File: src/design/svs_pkg.sv
// Shared types, constants and codes for the semblance velocity scan unit.
`timescale 1ns / 1ps
`default_nettype none

package svs_pkg;

  // Store geometry
  localparam int MAX_VELOCITIES = 64;
  localparam int MAX_SAMPLES    = 1024;
  localparam int VEL_W          = $clog2(MAX_VELOCITIES);
  localparam int SMP_W          = $clog2(MAX_SAMPLES);
  localparam int ADDR_W         = VEL_W + SMP_W;

  // Shared multiplier operand width (signed)
  localparam int MUL_W = 34;

  // Register reset values
  localparam logic [10:0] SPT_RST = 11'd1000;
  localparam logic [6:0]  VC_RST  = 7'd50;
  localparam logic [31:0] FV_RST  = 32'd393216;
  localparam logic [31:0] VS_RST  = 32'd13107;
  localparam logic [31:0] SS_RST  = 32'd0;
  localparam logic [31:0] MF_RST  = 32'd52429;
  localparam logic [4:0]  DEC_RST = 5'd5;
  localparam logic [5:0]  SL_RST  = 6'd11;

  typedef enum logic [1:0] {
    OP_SAMPLE = 2'd0,
    OP_READ   = 2'd1,
    OP_CLEAR  = 2'd2
  } opcode_t;

  typedef enum logic [2:0] {
    CFG_SPT = 3'd0,
    CFG_VC  = 3'd1,
    CFG_FV  = 3'd2,
    CFG_VS  = 3'd3,
    CFG_SS  = 3'd4,
    CFG_MF  = 3'd5,
    CFG_DEC = 3'd6,
    CFG_SL  = 3'd7
  } cfg_idx_t;

  typedef enum logic [4:0] {
    ST_IDLE,
    ST_CLEAR,
    ST_MROOT,
    ST_VEL,
    ST_VDIV,
    ST_Q2,
    ST_TMI,
    ST_TMC,
    ST_IT,
    ST_TN2,
    ST_SQW,
    ST_TI,
    ST_RA,
    ST_RB,
    ST_RC,
    ST_RMW,
    ST_RDWIN,
    ST_RDDAT,
    ST_RDMUL,
    ST_NORM,
    ST_FIN,
    ST_FDIV,
    ST_RESP
  } state_t;

  typedef enum logic {
    DS_DIV,
    DS_SQRT
  } ds_mode_t;

  // Request to the shared divide / root unit
  typedef struct packed {
    logic        start;
    ds_mode_t    mode;
    logic [63:0] rad;
    logic [47:0] num;
    logic [47:0] den;
    logic [5:0]  steps;
  } ds_req_t;

  typedef struct packed {
    logic        busy;
    logic [31:0] res;
  } ds_rsp_t;

endpackage

`default_nettype wire

File: src/design/svs_mul.sv
// Shared signed multiplier with registered product.
`timescale 1ns / 1ps
`default_nettype none

module svs_mul
  import svs_pkg::*;
(
  input  logic                      clk,
  input  logic signed [MUL_W-1:0]   a,
  input  logic signed [MUL_W-1:0]   b,
  output logic signed [2*MUL_W-1:0] p
);

  logic signed [2*MUL_W-1:0] p_r;

  // one product per cycle, ready the cycle after issue
  always_ff @(posedge clk) begin
    p_r <= a * b;
  end

  assign p = p_r;

endmodule

`default_nettype wire

File: config.mk
export PLATFORM = sky130hd
export DESIGN_NAME = svs_mul
export DESIGN_NICKNAME = d
export VERILOG_FILES = /design/src/design/svs_pkg.sv /design/src/design/svs_mul.sv
export SDC_FILE = /design/constraint.sdc
export NUM_CORES = 2
export LEC_CHECK = 0
export ABC_AREA = 1
export BUFFER_PORTS_ARGS = -buffer_cell sky130_fd_sc_hd__buf_2
export CAP_MARGIN = 5
export CORE_ASPECT_RATIO = 1.5
export CORE_UTILIZATION = 40
export CTS_CLUSTER_DIAMETER = 120
export CTS_CLUSTER_SIZE = 16
export DETAILED_ROUTE_END_ITERATION = 10
export HOLD_SLACK_MARGIN = 0.15
export PLACE_DENSITY_LB_ADDON = 0.25
export SLEW_MARGIN = 40
export SYNTH_ARGS = -nofsm -noshare
export SYNTH_HDL_FRONTEND = slang
export SYNTH_SLANG_ARGS = --single-unit
File: constraint.sdc
create_clock -name clk -period 12.34 [get_ports clk]
set_input_delay 3.085 -clock clk [delete_from_list [all_inputs] [get_ports clk]]
set_output_delay 3.085 -clock clk [all_outputs]
set_load 0.01 [all_outputs]
### After elaboration in Yosys (flattened, before gate mapping)

Cells that the tools add are included.

| storage, ports and cells | value |
|---|---|
| register bits after elaboration | 68 |
| bits in latches | 0 |
| RAM bits | 0 |
| memory bits (read-only) | 0 |
| input bits | 69 |
| logic and storage cells | 2 |
| memories kept | 0 |

| operators by class | value |
|---|---|
| add/subtract/negate cells | 0 |
| multipliers | 1 |
| divide/modulo/power cells | 0 |
| $lt $le $gt $ge | 0 |
| eq/ne operators | 0 |
| shift-type cells | 0 |
| multiplexer cells | 0 |
| bitwise logic cells | 0 |
| reduce and logical (&&, ||, !) cells | 0 |

Operators by type and width:

| operator | count |
|---|---|
| multiplier 34 x 34 -> 68 bit | 1 |

### Longest topological paths before layout

| logic depth | value |
|---|---|
| word-level depth | 1 |
| depth in mapped cells | 35 |

### Worst setup path before layout

Ideal clock, no wire load.

| path | value |
|---|---|
| path kind | input port to flip-flop |
| start point | input a[33] |
| end point | register p_r[66] (netlist: p[66]) |
| library setup time | 0.112 ns |
| arrival time | 9.796 ns |
| slack | 2.432 ns |
| stages | 24 |
| path buffers | 2 |
| cells stage by stage | clkbuf_1 -> clkbuf_1 -> nand2_1 -> inv_1 -> fa_1 -> fa_1 -> fa_1 -> fa_1 -> inv_1 -> fa_1 -> fa_1 -> inv_1 -> fa_1 -> fa_1 -> ha_1 -> nand2_1 -> nor2_1 -> inv_1 -> nor2_2 -> nand2_1 -> nor3_1 -> nand2_2 -> nand3_1 -> nand2_1 |

| on the way | value |
|---|---|
| word-level cells in the longest chain between the ends | 1 |

Ends and longest elaborated chain:

| item | RTL line | text |
|---|---|---|
| start: declaration | svs_mul.sv:9 | `input logic signed [MUL_W-1:0] a,` |
| multiplier 34 x 34 -> 68 bit | svs_mul.sv:18 | `p_r <= a * b;` |
| end signal: assignment | svs_mul.sv:18 |  |
| end: declaration | svs_mul.sv:14 | `logic signed [2*MUL_W-1:0] p_r;` |

No other way between the ends.

### Worst setup path after layout

| path | value |
|---|---|
| start point | input a[33] |
| end point | register p_r[59] (netlist: p[59]) |

Same word-level chain as after synthesis.

==> results.yml <==
yosys:
  synth_area_sq_um: 46200
  synth-edff-count: 0
  yosysSeqAreaShare: 0.0295
  syn_inst: 5972
  async_reset_ff_frac: 0
  synth_warnings: 0
  synth_top_flop_cell: "dfxtp_1"
  syn-num-nets: 7486
  synth_area_per_cell_sq_um: 7.74
  post_synth_num_cell_types: 32
  synth.area.top_cells: "fa_1 54%, inv_1 17%, nand2_1 13%"
  synth_top_area_share: 0.537
  synth-seq-cells: 68
  yosysTopAreaCell: "fa_1"
floorplanning:
  core_sq_um: 114000
  rows: 152
  dieArea_sq_um: 117000
  start_util: 0.404
  ios: 137
  die_width_um: 280
  die_height_um: 418
worst_setup_path:
  worstSetupStartpointType: "input pin"
  required_ps: 12600
  crit_arrival_ps: 10670
  crit_path_start: "a[33]"
  cp-end-kind: "register"
  crit_fanout: 34
  cp-endpoint: "p[59]$_DFF_P_"
  worstSetupPathType: "in2reg"
grt:
  grt_pass1_wl_um: 221000
  grt_usage: 0.251
  grt_remaining_overflow: 0
  antenna_found_initial: 5
  grt_max_degree: 35
  grt_pass1_vias: 39100
cts:
  cts_setup_buffers: 0
  holdBufCountCts: 0
  cts_tree: "done"
  cts_buffers: 9
  clk_pin_slew_ps: 80
  h-tree-depth: 3
  ctsResizeCount: 0
  clock-root-buffer: "clkbuf_16"
  cts.path.max_buffers: 2
  clkSinkCount: 68
cells_and_area:
  drive_gt1_frac: 0.0431
  regArea_sq_um: 1360
  area_delta_synth_final_pct: 5.11
  postLayoutCoreUtil: 0.424
  fin_nets: 7403
  nFillCells: 11900
  largest_reg_flops: 68
  multi_input_area_sq_um: 35900
min_path:
  hp-class: "in2reg"
route:
  drc: 0
  drt_iter0_drc: 1802
  wire_per_inst_um: 18.9
  dr.pass1.iters: 5
  vias: 35400
  avgViaCountPerCell: 4.75
  routed_wl_um: 141000
  ant_nets: 0
run_status:
  status: "finished, final reports clean"
sta:
  tns_ps: 0
  setup_viol: 0
  period_share: 0.844
  report.final.slew_viol_count: 0
  tightest_slew_ps: 897
  rsz0062_at_grt: "no"
  max_slew_margin: 0.402
  finalHoldViolCount: 0
  fin_crit_ps: 10410
  fmax_mhz: 96.0
placement:
  gp_congestion: 0.975
  io_buffer_count: 136
  dp_hpwl_um: 120000
flow_run:
  drv_cap: 0
kinds of logic (layout without fill, tap and decap cells):
| kind of cell | after synthesis | count (layout) | synth area share |
|---|---|---|---|
| compound gates | 95 | 95 | 0.0113 |
| xor+xnor | 35 | 35 | 0.00663 |
| fa+ha+maj | 1445 | 1445 | 0.593 |
| buf+inv | 2390 | 2311 | 0.194 |
| flops | 68 | 68 | 0.0295 |
| other cells | 0 | 5 | 0 |
| simple gates | 1939 | 1939 | 0.166 |
metal layers:
metal / GRT usage / wire, um / up-vias
met2: 0.479 / 78000 / 991
met3: 0.0155 / 5090 / 336
met1: 0.275 / 49100 / 18200
met4: 0.133 / 8570 / 0
met5: 0 / 0 / -
li1: - / - / 15900
area by class of cell:
| cell class | count | area share |
|---|---|---|
| multi-input cells | 3514 | 0.739 |
| inverters | 2119 | 0.164 |
| flip-flops and latches | 68 | 0.0280 |
| diodes | 5 | 0.000258 |
| repair buffers | 177 | 0.0226 |
| well taps | 1540 | 0.0397 |
| clock inverters | 6 | 0.00234 |
| clock buffers | 9 | 0.00464 |
stage by stage:
| step | std cells | instance area (sq um) | hold slack [ps] | setup WS [ps] |
|---|---|---|---|---|
| finish | 7438 | 48600 | 3270 | 1930 |
| global route | 7438 | 48600 | 3290 | 1450 |
| CTS | 7432 | 48500 | 3270 | 1910 |
| detailed placement | 7417 | 48200 | 3480 | 1560 |
| global placement | 7416 | 48100 | 3480 | 1610 |
| floorplan | 5972 | 46200 | 3360 | 2430 |
how the worst min path moves through the flow:
stage / startpoint / to / slack [ps] / cells past startpoint
6_report: b[0] / p[0]$_DFF_P_ / 3270 / 4
5_1_grt: b[0] / p[0]$_DFF_P_ / 3290 / 4
4_1_cts: b[0] / p[0]$_DFF_P_ / 3270 / 4
3_5_place_dp: p[1]$_DFF_P_ / p[1] / 3480 / 1
3_3_place_gp: p[2]$_DFF_P_ / p[2] / 3480 / 1
2_1_floorplan: a[0] / p[0]$_DFF_P_ / 3360 / 3
cells in the mapped netlist (11+ instances only):
master    instances
o21bai_1         11
nor2_1          115
xor2_1           33
nand4_1          19
nor3_1           15
nand2_1        1661
ha_1            204
a21oi_1          59
nand2_2          20
clkbuf_1        269
nand3_1          70
o21ai_0          18
fa_1           1241
inv_1          2116
dfxtp_1          68
critical path, cell delays in order:
cell and delay, ps:
buf_2 570, nand2_1 270, fa_1 670, fa_1 850, inv_1 110, fa_1 940, inv_1 140, fa_1 510
fa_1 570, fa_1 430, fa_1 460, fa_1 490, inv_1 40, ha_1 440, nand2_1 150, nor2_1 200
nand3_1 170, inv_1 130, nand2_1 70, nor3_2 100, nand2_1 100, nand4_1 90, nand2_1 60
cells in the final DEF (no fill, tap or decap):
master	count
a21oi_2	4
nand3_2	7
xnor2_1	2
clkbuf_16	9
clkinv_4	1
clkinvlp_4	2
nor3_4	2
nand2_4	2
o21bai_1	11
dfxtp_1	68
bufinv_16	3
buf_2	108
o21a_1	1
nor2_2	9
nand2b_1	1
nand4_1	19
inv_2	4
diode_2	5
nand2_1	1661
o21ai_0	18
o21ai_1	1
nand3b_1	3
fa_1	1241
or2_2	8
nand2_2	20
nor2_1	115
nor3_1	15
nor4_2	1
and2_1	1
buf_16	2
inv_1	2115
a21o_1	1
a21oi_1	59
xor2_1	33
nor3_2	5
buf_4	67
ha_1	204
nand3_1	70
Power is left out: the tool's default activity adds up to more than one toggle a clock period on the data nets, which glitch-free logic cannot reach.
