--- src/design/svs_pkg.sv ---
// Shared types, constants and codes for the semblance velocity scan unit.
`timescale 1ns / 1ps
`default_nettype none

package svs_pkg;

  // Store geometry
  localparam int MAX_VELOCITIES = 64;
  localparam int MAX_SAMPLES    = 1024;
  localparam int VEL_W          = $clog2(MAX_VELOCITIES);
  localparam int SMP_W          = $clog2(MAX_SAMPLES);
  localparam int ADDR_W         = VEL_W + SMP_W;

  // Shared multiplier operand width (signed)
  localparam int MUL_W = 34;

  // Register reset values
  localparam logic [10:0] SPT_RST = 11'd1000;
  localparam logic [6:0]  VC_RST  = 7'd50;
  localparam logic [31:0] FV_RST  = 32'd393216;
  localparam logic [31:0] VS_RST  = 32'd13107;
  localparam logic [31:0] SS_RST  = 32'd0;
  localparam logic [31:0] MF_RST  = 32'd52429;
  localparam logic [4:0]  DEC_RST = 5'd5;
  localparam logic [5:0]  SL_RST  = 6'd11;

  typedef enum logic [1:0] {
    OP_SAMPLE = 2'd0,
    OP_READ   = 2'd1,
    OP_CLEAR  = 2'd2
  } opcode_t;

  typedef enum logic [2:0] {
    CFG_SPT = 3'd0,
    CFG_VC  = 3'd1,
    CFG_FV  = 3'd2,
    CFG_VS  = 3'd3,
    CFG_SS  = 3'd4,
    CFG_MF  = 3'd5,
    CFG_DEC = 3'd6,
    CFG_SL  = 3'd7
  } cfg_idx_t;

  typedef enum logic [4:0] {
    ST_IDLE,
    ST_CLEAR,
    ST_MROOT,
    ST_VEL,
    ST_VDIV,
    ST_Q2,
    ST_TMI,
    ST_TMC,
    ST_IT,
    ST_TN2,
    ST_SQW,
    ST_TI,
    ST_RA,
    ST_RB,
    ST_RC,
    ST_RMW,
    ST_RDWIN,
    ST_RDDAT,
    ST_RDMUL,
    ST_NORM,
    ST_FIN,
    ST_FDIV,
    ST_RESP
  } state_t;

  typedef enum logic {
    DS_DIV,
    DS_SQRT
  } ds_mode_t;

  // Request to the shared divide / root unit
  typedef struct packed {
    logic        start;
    ds_mode_t    mode;
    logic [63:0] rad;
    logic [47:0] num;
    logic [47:0] den;
    logic [5:0]  steps;
  } ds_req_t;

  typedef struct packed {
    logic        busy;
    logic [31:0] res;
  } ds_rsp_t;

endpackage

`default_nettype wire

--- src/design/svs_divsqrt.sv ---
// Shared iterative unit: restoring divide or digit-by-digit square root, one bit a cycle.
`timescale 1ns / 1ps
`default_nettype none

module svs_divsqrt
  import svs_pkg::*;
(
  input  logic    clk,
  input  logic    rst_n,
  input  ds_req_t req,
  output ds_rsp_t rsp
);

  logic        busy_r, busy_nxt;
  logic [5:0]  cnt_r, cnt_nxt;
  ds_mode_t    mode_r, mode_nxt;
  logic [47:0] rem_r, rem_nxt;
  logic [63:0] x_r, x_nxt;
  logic [47:0] den_r, den_nxt;
  logic [31:0] res_r, res_nxt;
  logic [48:0] dsh;
  logic [35:0] ssh;
  logic [35:0] trial;

  // step logic
  always_comb begin
    busy_nxt = busy_r;
    cnt_nxt  = cnt_r;
    mode_nxt = mode_r;
    rem_nxt  = rem_r;
    x_nxt    = x_r;
    den_nxt  = den_r;
    res_nxt  = res_r;
    dsh      = {rem_r, 1'b0};
    ssh      = {rem_r[33:0], x_r[63:62]};
    trial    = {2'b00, res_r, 2'b01};
    if (req.start) begin
      busy_nxt = 1'b1;
      mode_nxt = req.mode;
      cnt_nxt  = req.steps;
      x_nxt    = req.rad;
      den_nxt  = req.den;
      res_nxt  = '0;
      rem_nxt  = (req.mode == DS_DIV) ? req.num : '0;
    end else if (busy_r) begin
      cnt_nxt = cnt_r - 6'd1;
      if (cnt_r == 6'd1) begin
        busy_nxt = 1'b0;
      end
      if (mode_r == DS_DIV) begin
        // remainder stays below the divisor
        if (dsh >= {1'b0, den_r}) begin
          rem_nxt = 48'(dsh - {1'b0, den_r});
          res_nxt = {res_r[30:0], 1'b1};
        end else begin
          rem_nxt = dsh[47:0];
          res_nxt = {res_r[30:0], 1'b0};
        end
      end else begin
        x_nxt = {x_r[61:0], 2'b00};
        if (ssh >= trial) begin
          rem_nxt = {12'b0, 36'(ssh - trial)};
          res_nxt = {res_r[30:0], 1'b1};
        end else begin
          rem_nxt = {12'b0, ssh};
          res_nxt = {res_r[30:0], 1'b0};
        end
      end
    end
  end

  always_ff @(posedge clk) begin
    if (!rst_n) begin
      busy_r <= 1'b0;
      cnt_r  <= '0;
      mode_r <= DS_DIV;
    end else begin
      busy_r <= busy_nxt;
      cnt_r  <= cnt_nxt;
      mode_r <= mode_nxt;
    end
  end

  always_ff @(posedge clk) begin
    rem_r <= rem_nxt;
    x_r   <= x_nxt;
    den_r <= den_nxt;
    res_r <= res_nxt;
  end

  assign rsp.busy = busy_r;
  assign rsp.res  = res_r;

endmodule

`default_nettype wire

--- config.mk ---
export PLATFORM = sky130hd
export DESIGN_NAME = svs_divsqrt
export DESIGN_NICKNAME = d
export VERILOG_FILES = /design/src/design/svs_pkg.sv /design/src/design/svs_divsqrt.sv
export SDC_FILE = /design/constraint.sdc
export NUM_CORES = 1
export LEC_CHECK = 0
export ABC_CLOCK_PERIOD_IN_PS = 3700
export BUFFER_PORTS_ARGS = -buffer_cell sky130_fd_sc_hd__buf_2
export CORE_MARGIN = 10
export CORE_UTILIZATION = 50
export DETAILED_ROUTE_END_ITERATION = 8
export MAX_ROUTING_LAYER = met4
export PLACE_DENSITY_LB_ADDON = 0.3
export SLEW_MARGIN = 20
export SYNTH_ARGS = -nofsm -noshare
export SYNTH_HDL_FRONTEND = slang
export SYNTH_SLANG_ARGS = --single-unit
--- constraint.sdc ---
create_clock -name clk -period 3.7 [get_ports clk]
set_input_delay 0.185 -clock clk [delete_from_list [all_inputs] [get_ports clk]]
set_output_delay 0.185 -clock clk [all_outputs]
set_load 0.1 [all_outputs]
Word level (Yosys, flattened, before mapping) --
Cells that the tools add are included.
Word-level totals: flip-flop bits (word level) 200, input bits 170
Operators by class: magnitude comparators 2, eq/ne operators 1, $add $sub $neg 3, reduce and logical (&&, ||, !) cells 3, multiplexer cells 17
Operators by type and width (count):
- $mux W48 | 5
- $mux W64 | 3
- $ge A49 B48 Y1 | 1
- $sub A48 B48 Y48 | 1
- $ge A36 B34 Y1 | 1
- $mux W36 | 1
- $sub A36 B34 Y36 | 1
- $mux W6 | 2
- $eq A6 B1 Y1 const B | 1
- $mux W1 | 6
- $sub A6 B1 Y6 const B | 1
- $reduce_bool A2 Y1 | 2
- $reduce_and A2 Y1 | 1

Longest topological paths before layout --
depth after elaboration 5, mapped depth 15

Worst setup path before layout --
OpenSTA, ideal clock, no wires.
path type reg-to-reg, from reg res_r[5], to reg rem_r[16], data pin, path buffers 2, data arrival time 3.337 ns, clock period less this slack 3.606 ns, setup time 0.268 ns, stages on the path, launching flop included 14, path slack 0.094 ns, data required time 3.432 ns, path through dfxtp_1 inv_1 ha_1 nand4_1 or4_1 a31oi_1 nor4_1 o21ai_1 buf_4 buf_2 mux2i_1 nor2_1 a21oi_1 o21ai_0
Between the ends: longest elaborated chain between the ends 5
Ends and longest elaborated chain:
- from (decl) | RTL line svs_divsqrt.sv:20 | logic [31:0] res_r, res_nxt;
- from (signal assigned) | RTL line svs_divsqrt.sv:88 | res_r <= res_nxt;
- $sub A36 B34 Y36 or $ge A36 B34 Y1 (tied branches) | RTL line svs_divsqrt.sv:62, svs_divsqrt.sv:61
- $mux W36 * | RTL line svs_divsqrt.sv:61 | if (ssh >= trial) begin
- $mux W48 * | RTL line svs_divsqrt.sv:50 | if (mode_r == DS_DIV) begin
- $mux W48 * | RTL line svs_divsqrt.sv:45 | end else if (busy_r) begin
- $mux W48 * | RTL line svs_divsqrt.sv:37 | if (req.start) begin
- named net rem_nxt[16] | RTL line svs_divsqrt.sv:17 | logic [47:0] rem_r, rem_nxt;
- to (signal assigned) | RTL line svs_divsqrt.sv:85 | rem_r <= rem_nxt;
- to (decl) | RTL line svs_divsqrt.sv:17
Mark *: on every way through the listed nets, which the timed path passes. The rest lies on a longest branch. The select of a mux whose other input is x is not followed. A chain may end at the register's enable or synchronous reset.

Final worst setup path --
from reg rem_r[1], to reg rem_r[30], data pin
Between the ends: longest elaborated chain between the ends 5
Ends and longest elaborated chain:
- $sub A48 B48 Y48, or another cell as far along | RTL line svs_divsqrt.sv:53 | rem_nxt = 48'(dsh - {1'b0, den_r});
- $mux W48 or $mux W36 (tied branches) | RTL line svs_divsqrt.sv:52, svs_divsqrt.sv:61
- $mux W48 * | RTL line svs_divsqrt.sv:50
- $mux W48 * | RTL line svs_divsqrt.sv:45
- $mux W48 * | RTL line svs_divsqrt.sv:37
- named net rem_nxt[30] | RTL line svs_divsqrt.sv:17
Marked as above.

==> impl_metrics.py <==
metrics = {
    "worst_setup_path": {
        "cpPeakStageDelay_ns": 0.53,
        "cp_max_fo": 5,
        "cp_cell_sequence": "ha_1, nor2b_1, o31a_1, o21bai_1, a21boi_0, o21ai_0, inv_1, a221oi_1, nor2_1, or4_1, o211ai_1",
        "rr_startpoint": "rem_r[1]$_DFFE_PP_",
        "critical_path_class": "flop to flop",
        "endpoint_kind": "flop",
        "start_kind": "flop",
        "cp.depth": 11,
        "crit_buf_inv": 1,
        "critPathTopFamily": "compound AO/OA/AOI/OAI gates",
        "crit_start": "rem_r[1]$_DFFE_PP_",
        "slowest_stage": "o21ai_0",
        "worstPathArrival_ns": 3.83,
        "r2r_cells": 11,
        "worstPathRequired_ns": 3.99,
        "rrSetupSlack_ns": 0.16,
        "rr_endpoint": "rem_r[30]$_DFFE_PP_",
        "crit_end": "rem_r[30]$_DFFE_PP_",
    },
    "drt": {
        "via_per_inst": 5.847,
        "first_iter_violations": 1014,
        "drc_errors": 0,
        "ant_nets": 0,
        "drt-wirelength-per-cell_um": 20.21,
        "finalWirelength_um": 40100,
        "drtPass1Iterations": 7,
        "via_count": 11600,
    },
    "cts": {
        "cts_buffers": 17,
        "clkTransAtPathRegs_ns": 0.08,
        "clkLatencyLatePin_ns": 0.45,
        "htree_num_levels": 4,
        "cts_sinks": 200,
        "cts_tree": "done",
        "cts_max_path_buffers": 2,
        "cts_root_buffer": "clkbuf_16",
    },
    "grt": {
        "first_global_vias": 11680,
        "grt_max_degree": 74,
        "grt_use_total": 0.2385,
        "grt_pass1_wl_um": 61970,
        "grt-ovfl-total": 0,
        "antenna_found_initial": 3,
    },
    "layout": {
        "final_cell_mix": "buf_2, edfxtp_1, inv_1, a21oi_1, nand2_1",
        "layout_commonest_cell": "buf_2",
        "drive_gt1_frac": 0.2262,
        "fillers": 2303,
        "fin_util": 0.6083,
        "synthToLayoutAreaGrowth_pct": 20.59,
        "fin_nets": 1882,
    },
    "sta": {
        "fmax_mhz": 282.4,
        "finClkSkew_ns": 0.01626,
        "finalCritPeriodShare": 0.9571,
        "setup_viol": 0,
        "fin_crit_ns": 3.541,
        "final_hold_viol_count": 0,
        "slew_violations": 0,
        "worst_slack_ns": 0.1586,
        "tightestPinTransition_ns": 0.8751,
        "relSlewSlack": 0.4166,
    },
    "die": {
        "io_pins": 203,
        "coreArea_um2": 26730,
        "dieArea_um2": 33930,
        "start_util": 0.5044,
        "rows": 60,
        "die_w_um": 184.2,
        "die_y_um": 184.2,
    },
    "synthesis": {
        "synth_cells": 1375,
        "syn-num-nets": 1630,
        "ys_ff_latch": 200,
        "ys_warn_count": 0,
        "syn_area_um2": 13480,
        "synth-edff-count": 160,
        "ys_seq_area_frac": 0.4158,
        "syn_avg_cell_area_um2": 9.805,
        "synth.distinct_cells": 72,
        "synth-main-ff-cell": "edfxtp_1",
        "async_reset_ff_frac": 0,
    },
    "place": {
        "dp_hpwl_um": 29970,
        "portBuffers": 202,
        "dp_slack_ns": 0.04775,
        "gp_congestion": 0.9847,
    },
    "power_and_ir_drop": {
        "total_power_uw": 9763,
        "vdd_drop_max_mv": 0.3434,
        "powerDensity_nw_per_um2": 600.5,
        "p_leak_uw": 0.007042,
    },
    "flow_run": {
        "drv_cap": 0,
    },
    "status": {
        "status": "complete, no violations",
    },
    "hold_path": {
        "hold_class": "input port to flop",
    },
}
-- per-layer routing --
metal  vias up  GRT usage  wire, um
li1       5563          -         -
met1      5491     0.2842     16430
met2       471     0.3834     19190
met3        76    0.06320      3230
met4         0    0.08325      1243
met5         -          -         0
-- repair_timing --
item | 4_1_cts | 5_1_grt
hold buffers | 49 | 0
hold endpoints to repair | 49 | 0
setup buffers | 0 | 2
setup endpoints to repair | 0 | 24
gates resized for setup | 0 | 4
-- how the worst min path moves through the flow --
stage | cells past startpoint | slack (ns) | end | startpoint
floorplan | 0 | 0.28 | den_r[0]$_DFFE_PP_ | req[6]
global placement | 1 | 0.36 | den_r[47]$_DFFE_PP_ | req[53]
detailed placement | 1 | 0.36 | den_r[31]$_DFFE_PP_ | req[37]
CTS | 3 | 0.003 | rem_r[0]$_DFFE_PP_ | req[54]
global route | 2 | 0.02 | x_r[49]$_DFFE_PP_ | req[151]
finish | 3 | 0.02 | rem_r[0]$_DFFE_PP_ | req[54]
-- cells by family after synthesis --
logic type	after synthesis	share of synthesized area
buffers and inverters	173	0.05030
flip-flops	200	0.4158
AO/OA/AOI/OAI	366	0.1771
AND/OR/NAND/NOR	341	0.1217
adder cells (fa/ha/maj)	85	0.07944
multiplexers	136	0.1077
XOR/XNOR	74	0.04807
-- report_power, final --
| group | switching, uW | total [uW] | internal (uW) |
|---|---|---|---|
| clock network | 1000 | 2060 | 1050 |
| logic | 2640 | 4670 | 2030 |
| registers | 244 | 3040 | 2790 |
-- through the flow --
| step | hold slack [ns] | cells | area, um^2 | setup TNS [ns] |
|---|---|---|---|---|
| floorplan | 0.2839 | 1375 | 13480 | 0 |
| global placement | 0.3614 | 1898 | 15060 | 0 |
| detailed placement | 0.3631 | 1898 | 15060 | 0 |
| CTS | 0.002823 | 1979 | 16210 | 0 |
| global route | 0.01693 | 1984 | 16260 | -0.002336 |
| finish | 0.01771 | 1984 | 16260 | 0 |
-- cell type report --
cell class | count | area, um^2 | area share
clock buffer | 17 | 425.4 | 0.02617
antenna | 3 | 7.507 | 0.0004618
timing repair buffer | 300 | 1913 | 0.1177
inverter | 106 | 397.9 | 0.02447
clock inverter | 15 | 231.5 | 0.01424
tap | 341 | 426.7 | 0.02624
sequential | 200 | 5607 | 0.3449
multi-input combinational | 1002 | 7249 | 0.4459
-- sequential cells by signal (all words and copies together) (netlist names) --
signal / cells
mode_r: 1
busy_r: 1
rem_r: 48
x_r: 64
cnt_r: 6
den_r: 48
res_r: 32
-- worst register-to-register path, cell delays in order, from the launching register on --
cell,delay [ns]
edfxtp_1,0.47
ha_1,0.40
nor2b_1,0.18
o31a_1,0.29
o21bai_1,0.18
a21boi_0,0.19
o21ai_0,0.53
inv_1,0.13
a221oi_1,0.36
nor2_1,0.08
or4_1,0.47
o211ai_1,0.12
-- Yosys cell counts (4+ instances only) --
master,n,share of area
edfxtp_1,160,0.36
inv_1,106,0.030
a21oi_1,103,0.038
nand2_1,100,0.028
nor2_1,97,0.027
ha_1,84,0.078
o21ai_0,79,0.029
mux2_2,68,0.057
mux2i_1,67,0.050
clkbuf_1,49,0.014
xnor2_1,46,0.030
a21o_1,42,0.023
dfxtp_1,40,0.059
xor2_1,28,0.018
nand3_1,25,0.0093
nand4_1,19,0.0088
o211ai_1,17,0.0095
nand2b_1,15,0.0070
nor2b_1,15,0.0070
and2_1,14,0.0065
a31oi_1,13,0.0060
o221ai_1,13,0.0084
a211oi_1,12,0.0067
and3_1,11,0.0051
buf_2,11,0.0041
o21bai_1,11,0.0061
o21a_1,10,0.0056
or3_1,9,0.0042
a221o_1,8,0.0059
nor3_1,7,0.0026
a221oi_1,6,0.0039
a222oi_1,6,0.0045
and4_1,6,0.0039
a21boi_0,5,0.0028
a22oi_1,5,0.0028
nand3b_1,5,0.0028
or2_2,5,0.0023
a311oi_1,4,0.0026
buf_1,4,0.0011
(Power assumes the default switching activity.)
